**config.mk**
```make
export PLATFORM = sky130hd
export DESIGN_NAME = source_byte_filter_line_splicer_flat
export DESIGN_NICKNAME = d
export VERILOG_FILES = /design/src/rtl/sbfls_pkg.sv /design/src/rtl/sbfls_in_if.sv /design/src/rtl/sbfls_out_if.sv /design/src/rtl/sbfls_core.sv /design/src/rtl/sbfls_obuf.sv /design/src/rtl/source_byte_filter_line_splicer.sv /design/src/flat_wrapper.sv
export SDC_FILE = /design/constraint.sdc
export NUM_CORES = 1
export LEC_CHECK = 0
export BUFFER_PORTS_ARGS = -buffer_cell sky130_fd_sc_hd__buf_2
export CORE_MARGIN = 8
export CORE_UTILIZATION = 62
export CTS_BUF_LIST = sky130_fd_sc_hd__clkbuf_16
export CTS_CLUSTER_DIAMETER = 40
export DETAILED_ROUTE_END_ITERATION = 6
export GPL_ROUTABILITY_DRIVEN = 0
export PLACE_DENSITY_LB_ADDON = 0.08
export RECOVER_POWER = 100
export SLEW_MARGIN = 20
export SYNTH_ARGS = -nofsm -noshare
export SYNTH_HDL_FRONTEND = slang
export SYNTH_SLANG_ARGS = --single-unit
export TNS_END_PERCENT = 20
```
**constraint.sdc**
```tcl
create_clock -name clk_i -period 7.6 [get_ports clk_i]
set_clock_uncertainty 0.2 [all_clocks]
set_input_delay 1.9 -clock clk_i [delete_from_list [all_inputs] [get_ports clk_i]]
set_output_delay 1.9 -clock clk_i [all_outputs]
set_load 0.02 [all_outputs]
```
**src/rtl/sbfls_pkg.sv**
```systemverilog
// shared types and constants for the source byte filter and line splicer
package sbfls_pkg;

  // width of the input and kept-stream position counters
  localparam int unsigned PosBits = 32;
  // width of the reported error position
  localparam int unsigned ErrPosBits = 32;
  // most results one input byte can cause
  localparam int unsigned MaxRes = 3;
  localparam int unsigned ResCntBits = $clog2(MaxRes + 1);
  localparam int unsigned ResIdxBits = $clog2(MaxRes);

  // status codes
  localparam logic [1:0] StatusOk       = 2'd0;
  localparam logic [1:0] StatusNonAscii = 2'd1;
  localparam logic [1:0] StatusBsAtEnd  = 2'd2;

  // byte codes
  localparam logic [7:0] ByteFirstHigh = 8'd127;
  localparam logic [7:0] ByteFirstText = 8'd32;
  localparam logic [7:0] ByteTab       = 8'd9;
  localparam logic [7:0] ByteNewline   = 8'd10;
  localparam logic [7:0] ByteBackslash = 8'h5c;

  typedef logic [PosBits-1:0] pos_t;

  // one result item
  typedef struct packed {
    logic                  out_valid;
    logic [6:0]            out_char;
    logic [1:0]            status;
    logic [ErrPosBits-1:0] error_position;
    logic                  run_last;
    logic                  stream_done;
  } res_t;

  // all results of one input byte
  typedef struct packed {
    logic [ResCntBits-1:0] cnt;
    res_t [MaxRes-1:0]     res;
  } batch_t;

endpackage

```
**src/rtl/sbfls_in_if.sv**
```systemverilog
// input channel: raw source bytes with end-of-file mark
interface sbfls_in_if;
  logic       valid;
  logic       ready;
  logic [7:0] in_byte;
  logic       file_end;

  modport source (output valid, output in_byte, output file_end, input ready);
  modport sink (input valid, input in_byte, input file_end, output ready);
endinterface

```
**src/rtl/sbfls_out_if.sv**
```systemverilog
// output channel: filtered and spliced result items
interface sbfls_out_if;
  logic                            valid;
  logic                            ready;
  logic                            out_valid;
  logic [6:0]                      out_char;
  logic [1:0]                      status;
  logic [sbfls_pkg::ErrPosBits-1:0] error_position;
  logic                            run_last;
  logic                            stream_done;

  modport source (output valid, output out_valid, output out_char, output status,
                  output error_position, output run_last, output stream_done,
                  input ready);
  modport sink (input valid, input out_valid, input out_char, input status,
                input error_position, input run_last, input stream_done,
                output ready);
endinterface

```
**src/rtl/sbfls_core.sv**
```systemverilog
// per-byte filter and splice logic with the file state registers
module sbfls_core (
  input  logic                clk_i,
  input  logic                rst_ni,
  input  logic                advance_i,
  input  logic [7:0]          in_byte_i,
  input  logic                file_end_i,
  output sbfls_pkg::batch_t   batch_o
);

  sbfls_pkg::pos_t input_index_q, input_index_d;
  sbfls_pkg::pos_t kept_index_q, kept_index_d;
  logic held_bs_q, held_bs_d;
  logic last_nl_q, last_nl_d;
  logic last_splice_q, last_splice_d;
  logic err_q, err_d;

  // build the results of one byte and the next file state
  always_comb begin
    sbfls_pkg::res_t [sbfls_pkg::MaxRes-1:0] res;
    logic [sbfls_pkg::ResCntBits-1:0]       cnt;
    logic [6:0]                             emit_ch;
    logic                                   emit_vld;
    logic [1:0]                             emit_st;
    sbfls_pkg::pos_t                        emit_pos;
    logic                                   keep;
    logic                                   nonascii;
    logic                                   emit_bs;
    logic                                   emit_byte;
    logic                                   emit_end;

    res          = '0;
    cnt          = '0;
    input_index_d = input_index_q + sbfls_pkg::PosBits'(1);
    kept_index_d = kept_index_q;
    held_bs_d    = held_bs_q;
    last_nl_d    = last_nl_q;
    last_splice_d = last_splice_q;
    err_d        = err_q;
    emit_bs      = 1'b0;
    emit_byte    = 1'b0;
    emit_end     = 1'b0;
    emit_vld     = 1'b0;
    emit_ch      = '0;
    emit_st      = sbfls_pkg::StatusOk;
    emit_pos     = '0;

    nonascii = (in_byte_i >= sbfls_pkg::ByteFirstHigh);
    keep     = !nonascii && !(in_byte_i < sbfls_pkg::ByteFirstText &&
                              in_byte_i != sbfls_pkg::ByteTab &&
                              in_byte_i != sbfls_pkg::ByteNewline);

    // filter and splice
    if (!err_q) begin
      if (nonascii) begin
        err_d     = 1'b1;
        held_bs_d = 1'b0;
      end else if (keep) begin
        kept_index_d = kept_index_q + sbfls_pkg::PosBits'(1);
        if (held_bs_q) begin
          if (in_byte_i == sbfls_pkg::ByteNewline) begin
            held_bs_d     = 1'b0;
            last_splice_d = 1'b1;
            last_nl_d     = 1'b1;
          end else begin
            emit_bs = 1'b1;
            if (in_byte_i != sbfls_pkg::ByteBackslash) begin
              held_bs_d = 1'b0;
              emit_byte = 1'b1;
            end
            last_splice_d = 1'b0;
            last_nl_d     = 1'b0;
          end
        end else begin
          if (in_byte_i == sbfls_pkg::ByteBackslash) begin
            held_bs_d = 1'b1;
          end else begin
            emit_byte = 1'b1;
          end
          last_splice_d = 1'b0;
          last_nl_d     = (in_byte_i == sbfls_pkg::ByteNewline);
        end
      end
    end

    // non-ascii error result
    if (!err_q && nonascii) begin
      res[cnt].status         = sbfls_pkg::StatusNonAscii;
      res[cnt].error_position = sbfls_pkg::ErrPosBits'(input_index_q);
      cnt = cnt + sbfls_pkg::ResCntBits'(1);
    end
    // released backslash
    if (emit_bs) begin
      res[cnt].out_valid = 1'b1;
      res[cnt].out_char  = sbfls_pkg::ByteBackslash[6:0];
      cnt = cnt + sbfls_pkg::ResCntBits'(1);
    end
    // kept byte
    if (emit_byte) begin
      res[cnt].out_valid = 1'b1;
      res[cnt].out_char  = in_byte_i[6:0];
      cnt = cnt + sbfls_pkg::ResCntBits'(1);
    end

    // end-of-file handling
    if (file_end_i) begin
      if (!err_d) begin
        if (held_bs_d) begin
          emit_end = 1'b1;
          emit_st  = sbfls_pkg::StatusBsAtEnd;
          emit_pos = kept_index_d - sbfls_pkg::PosBits'(1);
        end else if (last_splice_d) begin
          emit_end = 1'b1;
          emit_st  = sbfls_pkg::StatusBsAtEnd;
          emit_pos = kept_index_d - sbfls_pkg::PosBits'(2);
        end else if (kept_index_d != '0 && !last_nl_d) begin
          emit_end = 1'b1;
          emit_vld = 1'b1;
          emit_ch  = sbfls_pkg::ByteNewline[6:0];
        end
      end
      if (cnt == '0) begin
        emit_end = 1'b1;
      end
      if (emit_end && cnt != sbfls_pkg::ResCntBits'(sbfls_pkg::MaxRes)) begin
        res[cnt].out_valid      = emit_vld;
        res[cnt].out_char       = emit_ch;
        res[cnt].status         = emit_st;
        res[cnt].error_position = sbfls_pkg::ErrPosBits'(emit_pos);
        cnt = cnt + sbfls_pkg::ResCntBits'(1);
      end
      res[cnt - sbfls_pkg::ResCntBits'(1)].stream_done = 1'b1;
      input_index_d = '0;
      kept_index_d  = '0;
      held_bs_d     = 1'b0;
      last_nl_d     = 1'b0;
      last_splice_d = 1'b0;
      err_d         = 1'b0;
    end

    // mark the last result of this byte
    if (cnt != '0) begin
      res[cnt - sbfls_pkg::ResCntBits'(1)].run_last = 1'b1;
    end

    batch_o.cnt = cnt;
    batch_o.res = res;
  end

  // file state
  always_ff @(posedge clk_i or negedge rst_ni) begin
    if (!rst_ni) begin
      input_index_q <= '0;
      kept_index_q  <= '0;
      held_bs_q     <= 1'b0;
      last_nl_q     <= 1'b0;
      last_splice_q <= 1'b0;
      err_q         <= 1'b0;
    end else if (advance_i) begin
      input_index_q <= input_index_d;
      kept_index_q  <= kept_index_d;
      held_bs_q     <= held_bs_d;
      last_nl_q     <= last_nl_d;
      last_splice_q <= last_splice_d;
      err_q         <= err_d;
    end
  end

endmodule

```
**src/rtl/sbfls_obuf.sv**
```systemverilog
// result register holding the results of one byte, sent one per transfer
module sbfls_obuf (
  input  logic              clk_i,
  input  logic              rst_ni,
  input  logic              load_i,
  input  sbfls_pkg::batch_t batch_i,
  output logic              can_load_o,
  sbfls_out_if.source       out_o
);

  logic                                buf_vld_q;
  sbfls_pkg::batch_t                   batch_q;
  logic [sbfls_pkg::ResIdxBits-1:0]    idx_q;
  logic                                take;
  logic                                last;
  sbfls_pkg::res_t                     cur;

  assign take       = buf_vld_q && out_o.ready;
  assign last       = (sbfls_pkg::ResCntBits'(idx_q) ==
                       batch_q.cnt - sbfls_pkg::ResCntBits'(1));
  assign can_load_o = !buf_vld_q || (take && last);
  assign cur        = batch_q.res[idx_q];

  // drive the output channel from the current entry
  assign out_o.valid          = buf_vld_q;
  assign out_o.out_valid      = cur.out_valid;
  assign out_o.out_char       = cur.out_char;
  assign out_o.status         = cur.status;
  assign out_o.error_position = cur.error_position;
  assign out_o.run_last       = cur.run_last;
  assign out_o.stream_done    = cur.stream_done;

  // control: load a new batch or step through the current one
  always_ff @(posedge clk_i or negedge rst_ni) begin
    if (!rst_ni) begin
      buf_vld_q <= 1'b0;
      idx_q     <= '0;
    end else if (load_i) begin
      buf_vld_q <= (batch_i.cnt != '0);
      idx_q     <= '0;
    end else if (take) begin
      if (last) begin
        buf_vld_q <= 1'b0;
      end else begin
        idx_q <= idx_q + sbfls_pkg::ResIdxBits'(1);
      end
    end
  end

  // payload
  always_ff @(posedge clk_i) begin
    if (load_i) begin
      batch_q <= batch_i;
    end
  end

endmodule

```
**src/rtl/source_byte_filter_line_splicer.sv**
```systemverilog
// top level of the source byte filter and line splicer
// path: input register, combinational filter and splice core, result register
// throughput: one byte per cycle while each byte gives at most one result and the output is ready;
//   a byte with several results holds the input at the result register until its last result is taken
// reset: asynchronous active low, clears the file state and both stage valids
// no clearing pass: the block is ready for input as soon as reset is released
module source_byte_filter_line_splicer (
  input  logic         clk_i,
  input  logic         rst_ni,
  sbfls_in_if.sink     in_i,
  sbfls_out_if.source  out_o
);

  logic              in_vld_q;
  logic [7:0]        in_byte_q;
  logic              file_end_q;
  logic              can_load;
  logic              consume;
  sbfls_pkg::batch_t batch;

  assign in_i.ready = !in_vld_q || can_load;
  assign consume    = in_vld_q && can_load;

  // input register control
  always_ff @(posedge clk_i or negedge rst_ni) begin
    if (!rst_ni) begin
      in_vld_q <= 1'b0;
    end else if (in_i.ready) begin
      in_vld_q <= in_i.valid;
    end
  end

  // input register payload
  always_ff @(posedge clk_i) begin
    if (in_i.valid && in_i.ready) begin
      in_byte_q  <= in_i.in_byte;
      file_end_q <= in_i.file_end;
    end
  end

  // filter and splice
  sbfls_core u_core (
    .clk_i      (clk_i),
    .rst_ni     (rst_ni),
    .advance_i  (consume),
    .in_byte_i  (in_byte_q),
    .file_end_i (file_end_q),
    .batch_o    (batch)
  );

  // result register
  sbfls_obuf u_obuf (
    .clk_i      (clk_i),
    .rst_ni     (rst_ni),
    .load_i     (consume),
    .batch_i    (batch),
    .can_load_o (can_load),
    .out_o      (out_o)
  );

endmodule

```
**src/flat_wrapper.sv**
```systemverilog
// flat-port wrapper written by rule: the top's interface ports become plain ports
module source_byte_filter_line_splicer_flat 
  (clk_i, rst_ni, in_i_valid, in_i_in_byte, in_i_file_end, in_i_ready, out_o_valid, out_o_out_valid, out_o_out_char, out_o_status, out_o_error_position, out_o_run_last, out_o_stream_done, out_o_ready);
  sbfls_in_if in_i_i ();
  sbfls_out_if out_o_i ();
  input  logic clk_i;
  input  logic rst_ni;
  input wire logic [$bits(in_i_i.valid)-1:0] in_i_valid;
  input wire logic [$bits(in_i_i.in_byte)-1:0] in_i_in_byte;
  input wire logic [$bits(in_i_i.file_end)-1:0] in_i_file_end;
  output wire logic [$bits(in_i_i.ready)-1:0] in_i_ready;
  output wire logic [$bits(out_o_i.valid)-1:0] out_o_valid;
  output wire logic [$bits(out_o_i.out_valid)-1:0] out_o_out_valid;
  output wire logic [$bits(out_o_i.out_char)-1:0] out_o_out_char;
  output wire logic [$bits(out_o_i.status)-1:0] out_o_status;
  output wire logic [$bits(out_o_i.error_position)-1:0] out_o_error_position;
  output wire logic [$bits(out_o_i.run_last)-1:0] out_o_run_last;
  output wire logic [$bits(out_o_i.stream_done)-1:0] out_o_stream_done;
  input wire logic [$bits(out_o_i.ready)-1:0] out_o_ready;
  assign in_i_i.valid = in_i_valid;
  assign in_i_i.in_byte = in_i_in_byte;
  assign in_i_i.file_end = in_i_file_end;
  assign in_i_ready = in_i_i.ready;
  assign out_o_valid = out_o_i.valid;
  assign out_o_out_valid = out_o_i.out_valid;
  assign out_o_out_char = out_o_i.out_char;
  assign out_o_status = out_o_i.status;
  assign out_o_error_position = out_o_i.error_position;
  assign out_o_run_last = out_o_i.run_last;
  assign out_o_stream_done = out_o_i.stream_done;
  assign out_o_i.ready = out_o_ready;
  source_byte_filter_line_splicer u_core (.clk_i(clk_i), .rst_ni(rst_ni), .in_i(in_i_i), .out_o(out_o_i));
endmodule
```
==> qor.txt, run 1 <==
Die W: 158 um
nets@finish: 1362
Final Util: 69.6%
post-synth top area share: 33.7%
core area: 20000 sq um
Max Cap Violations: 7
post-DP HPWL: 22.9 mm
end point of the worst hold path: u_core.u_core.kept_index_q[31]
Max-slew headroom: -185%
layout cell share with drive strength beyond 1: 8.01%
min cycle time layout: 6.42 ns
Final Slew Violations: 313
ANT cells: 0
CP required: 7.59 ns
Warnings, synthesis: 0
Tightest Pin Transition: 4.28 ns
Post-synth EDFFs: 141
fill count: 1581
Final period util: 84.5%
WL/cell: 20.8 um
pwr dens: 411 nW/um^2
VDD IR max: 0.266 mV
largest area contributor in the netlist: edfxtp_1
Ports: 59
pin count of the biggest net entering global routing: 82
PortBufs: 58
Total Routed Length: 33.8 mm
Bufs on Longest Clock Path: 3
dpl ws: 1.63 ns
Main synth FF type: edfxtp_1
Worst Reg2Reg Path Length in Cells: 13
H-tree level count: 2
DRT antenna net count: 0
Hold Startpoint: u_core.u_core.kept_index_q[31]
largest cells by area after synthesis: edfxtp_1 34%, dfrtp_1 14%, o21ai_0 5.5%, nand2_1 5.3%, mux2i_1 4.8%
Iteration-0 DRC Markers: 1237
Async SR Flop Fraction: 33.8%
CTS Hold Buffers Added: 0
Worst Path Max Fanout: 30
net count of the mapped netlist: 1341
commonest non-fill, non-tap cell in the layout: nand2_1
Worst Slack Setup Final: 1.18 ns
syn_area_per_cell: 9.54 sq um
crit path capture type: flip-flop
Die ar.: 25100 sq um
most frequent cells in the layout: 177 x nand2_1, 142 x o21ai_0, 141 x edfxtp_1, 134 x nor2_1, 71 x dfrtp_1
Syn Inst Count: 1316
Reg clk slew, reported paths: 0.05 ns
DR vias/cell: 6.39
critical path type: flip-flop to flip-flop
first-pass GRT wire length: 53.9 mm
post-route setup TNS: 0 ns
clock sink count: 213
RSZ-0062 raised after global routing: no
Synth cell types: 83
Yosys reg bits: 213
post-CTS sizing: 0
gr ovfl total: 0
Worst-Skew Late Latency: 0.50 ns
fmax: 0.156 GHz
R2R Path Start: u_core.in_byte_q[4]
initial core utilization: 62.6%
sequential-to-total area share from yosys stat: 48.1%
Synth Cell Area: 12600 sq um
clk root buf: clkbuf_16
min-delay worst type: flip-flop to flip-flop
WP data arrival: 6.42 ns
CTS tree: built
routed vias: 10421
Lkg Pwr: 5.30 nW
number of global-route vias before repair: 9841
area delta synth->final: 11.1%
status: finished, violations left
Final setup viols: 0
initial antenna violation count: 0
total power: 0.00573 W
reg2reg end: u_core.u_obuf.batch_q[17]
die height: 158 um
final hold vios: 0
FP Rows: 52
startpoint types: flip-flop
Post-CTS Setup Bufs: 0
Total GRT Usage: 27.6%
violated checks: max-capacitance violations, max-slew violations
drt pass-1 iters: 6
reg2reg setup slack: 1.18 ns
Remaining DRCs: 0
CTS Buf Count: 34
WHS Path Cells: 1
==> sequential cells by signal (all words and copies together), names as in the netlist <==
signal                       flops
u_core.u_core.last_nl_q          1
u_core.u_core.held_bs_q          1
u_core.u_core.input_index_q     32
u_core.in_byte_q                 8
u_core.u_obuf.batch_q          132
u_core.u_core.kept_index_q      32
u_core.u_core.err_q              1
u_core.in_vld_q                  1
u_core.u_core.last_splice_q      1
u_core.file_end_q                1
u_core.u_obuf.idx_q              2
u_core.u_obuf.out_o.valid        1
==> worst max-delay path by stage <==
stage	start	endpoint	slack [ns]
after detailed placement	u_core.in_byte_q[4]	u_core.u_obuf.batch_q[20]	1.63
after CTS	u_core.in_byte_q[4]	u_core.u_obuf.batch_q[17]	1.64
final	u_core.in_byte_q[4]	u_core.u_obuf.batch_q[17]	1.18
after global placement	u_core.in_byte_q[4]	u_core.u_obuf.batch_q[10]	1.92
after global routing	u_core.in_byte_q[4]	u_core.u_obuf.batch_q[17]	0.68
after floorplan	out_o_ready	u_core.u_core.last_splice_q	2.27
==> per-layer routing <==
layer  vias up  global-route usage [%]  share of wire [%]
met5         -                       0                  0
met1      4983                    38.2                 43
met3        75                    4.61                8.6
li1       4843                       -                  -
met4         0                    9.07                2.7
met2       520                    43.5                 46
==> critical path: stages (launching register included) <==
cell and delay (ns):
edfxtp_1 0.49, or4b_1 0.63, o22a_1 0.54, nor2_1 0.64
and3_1 0.60, xnor2_1 0.39, inv_1 0.30, ha_1 0.29
nor2_1 0.43, and2_0 0.52, nor2_2 0.04, clkbuf_1 0.66
nand2_1 0.25, o21ai_0 0.12
==> stage by stage <==
step                      cell area, sq um  cells  hold slack, ns
after global routing                 14000   1631           0.329
final                                14000   1631           0.313
after detailed placement             12900   1570           0.297
after floorplan                      12600   1316           0.277
after CTS                            14100   1630           0.308
after global placement               12900   1570           0.294
==> cell usage after synthesis, types with 14 or more instances <==
library cell  number
clkbuf_1          61
a21oi_1           42
nor4_1            19
o31ai_1           15
or3_1             18
nand2_1          177
nand3_1           41
dfrtp_1           72
nor3_1            27
xor2_1            33
xnor2_1           57
mux2i_1           60
inv_1             21
and3_1            20
a31oi_1           14
edfxtp_1         141
nor2_1           135
o21ai_0          139
nand4_1           27
==> report_power, final <==
group / total [W] / internal (W) / switching (W)
sequential: 0.00183 / 0.00165 / 0.000188
clock: 0.00157 / 0.00101 / 0.000553
combinational: 0.00233 / 0.000655 / 0.00168
total: 0.00573 / 0.00331 / 0.00242
==> kinds of logic after synthesis <==
logic type | share of synthesized area (%)
mux | 5.05
compound gates | 14.1
simple gates | 21.6
xor+xnor | 6.28
buf+inv | 3.65
flops | 48.1
fa+ha+maj | 1.20
==> final cells by class <==
cell class                 count  area (sq um)  area share [%]
sequential                   213          6040            43.3
tap                          270           338            2.42
inverter                      21          81.3           0.583
clock inverter                25           278            1.99
multi-input combinational    995          6030            43.2
clock buffer                  35           876            6.28
timing repair buffer          72           309            2.22
(Power assumes the default switching activity.)
==> run 2: changes to the inputs <==
- clock period: 7.6 -> 6.5 ns (I/O delays scaled with it)
==> run 2 against run 1 <==
Compared with the run above: the flow still finishes with violations (max-capacitance violations, max-slew violations); global-route usage is 0.94 points lower; count of clock-buffer cells in the layout is 6 lower; critical path depth is 9 lower; setup slack worse by 0.54 ns; critical path type is now flip-flop to output pin; die area stayed put.
==> qor.txt, run 2 (synthesized netlist as in run 1, its figures left out) <==
clk root buf: clkbuf_16
pin count of the biggest net entering global routing: 144
H-tree level count: 1
DRT antenna net count: 0
VDD IR max: 0.339 mV
clock power share: 25.0%
dpl ws: 0.846 ns
Die ar.: 25100 sq um
reg2reg end: u_core.u_obuf.batch_q[33]
Pint: 0.00370 W
most frequent cells in the layout: 177 x nand2_1, 142 x o21ai_0, 141 x edfxtp_1, 134 x nor2_1, 72 x dfrtp_1
final hold vios: 0
initial antenna violation count: 0
Die W: 158 um
Hold WS: 0.319 ns
drt pass-1 iters: 5
Met3 Wirelength: 2.79 mm
Remaining DRCs: 0
fill count: 1633
commonest non-fill, non-tap cell in the layout: nand2_1
WP data arrival: 4.04 ns
CTS Hold Buffers Added: 0
WL/cell: 20.4 um
met2 WL: 15.3 mm
Tightest Pin Transition: 4.05 ns
switching part of the total power: 43.1%
routed vias: 10372
first-pass GRT wire length: 52.5 mm
Hold Startpoint: u_core.u_core.kept_index_q[31]
met1 WL: 14.3 mm
Total Routed Length: 33.2 mm
violated checks: max-capacitance violations, max-slew violations
initial core utilization: 62.6%
biggest regs: u_core.u_obuf.batch_q (132), u_core.u_core.input_index_q (32), u_core.u_core.kept_index_q (32)
Final period util: 90.2%
Iteration-0 DRC Markers: 1157
Sw Pwr: 0.00281 W
Final Slew Violations: 381
Final setup viols: 0
min-delay worst type: flip-flop to flip-flop
Ports: 59
Max-slew headroom: -170%
Top reg by flops: u_core.u_obuf.batch_q
CTS tree: built
max reg flops: 132
die height: 158 um
status: finished, violations left
startpoint types: flip-flop
Worst Reg2Reg Path Length in Cells: 12
area delta synth->final: 10.2%
ANT cells: 0
Combinational Power Share: 42.5%
gr ovfl total: 0
Bufs on Longest Clock Path: 3
post-DP HPWL: 22.9 mm
reg2reg setup slack: 0.78 ns
Worst Path Max Fanout: 30
CP required: 4.68 ns
DR vias/cell: 6.37
CTS Buf Count: 29
min cycle time layout: 5.86 ns
clock sink count: 213
Lkg Pwr: 5.25 nW
FP Rows: 52
nets@finish: 1360
Total GRT Usage: 26.6%
R2R Path Start: u_core.u_core.err_q
Reg clk slew, reported paths: 0.05 ns
core area: 20000 sq um
Max Cap Violations: 7
critical path type: flip-flop to output pin
WHS Path Cells: 1
post-CTS sizing: 0
pwr dens: 470 nW/um^2
layout cell share with drive strength beyond 1: 8.03%
crit path capture type: output pin
end point of the worst hold path: u_core.u_core.kept_index_q[31]
number of global-route vias before repair: 9627
Post-CTS Setup Bufs: 0
PortBufs: 58
post-route setup TNS: 0 ns
fmax: 0.171 GHz
Worst-Skew Late Latency: 0.55 ns
RSZ-0062 raised after global routing: no
Max Used Layer: met4
Worst Slack Setup Final: 0.636 ns
Reg power frac: 32.6%
[run 2: changes by cell type in the layout (fill, tap and decap cells not counted), sizes merged]
cell,delta
buf,+6
clkinv,+7
bufinv,-1
inv,-5
clkinvlp,-1
clkbuf,-9
[run 2: worst max-delay path by stage]
stage	slack, ns	end	from	depth (start not counted)
after floorplan	1.44	u_core.u_core.last_splice_q	out_o_ready	7
after global placement	1.12	u_core.u_obuf.batch_q[10]	u_core.in_byte_q[4]	12
after detailed placement	0.85	u_core.u_obuf.batch_q[3]	u_core.in_byte_q[4]	12
after CTS	0.83	u_core.u_obuf.batch_q[3]	u_core.in_byte_q[4]	12
after global routing	0.29	u_core.u_core.kept_index_q[0]	u_core.u_obuf.idx_q[1]	10
final	0.64	out_o_error_position[29]	u_core.u_obuf.idx_q[1]	4
[run 2: through the flow]
step | util [%] | total power, W | cell area, sq um | std cells
after detailed placement | 64.7 | 0.00492 | 13000 | 1574
after global routing | 69.0 | 0.00684 | 13800 | 1628
after global placement | 64.7 | 0.00486 | 13000 | 1574
after CTS | 69.7 | 0.00655 | 14000 | 1628
final | 69.0 | 0.00651 | 13800 | 1628
after floorplan | - | 0.00404 | 12600 | 1316
[run 2: layer usage]
layer	vias up	GRT usage, %
met5	-	0
met4	0	7.45
met1	4963	37.5
li1	4849	-
met3	73	4.61
met2	487	41.8
[run 2: critical path: stages, from the launching register on]
cell and delay (ns):
dfrtp_1 0.98, clkbuf_1 1.68, mux2i_1 0.20, o21ai_0 0.33, clkbuf_1 0.27
[run 2: layout make-up]
type                            count  area (sq um)  area share (%)
Tap cell                          270           338            2.44
Multi-Input combinational cell    995          6040            43.6
Timing Repair Buffer               75           335            2.42
Sequential cell                   213          6040            43.6
Clock inverter                     25           284            2.05
Clock buffer                       29           726            5.24
Inverter                           21          81.3           0.588
[run 2: power groups by stage]
stage | logic (W) | registers [W] | clock network (W)
after global routing | 0.00299 | 0.00216 | 0.00170
after detailed placement | 0.00279 | 0.00213 | 0
after floorplan | 0.00198 | 0.00206 | 0
after CTS | 0.00281 | 0.00211 | 0.00164
after global placement | 0.00274 | 0.00211 | 0
final | 0.00276 | 0.00212 | 0.00162
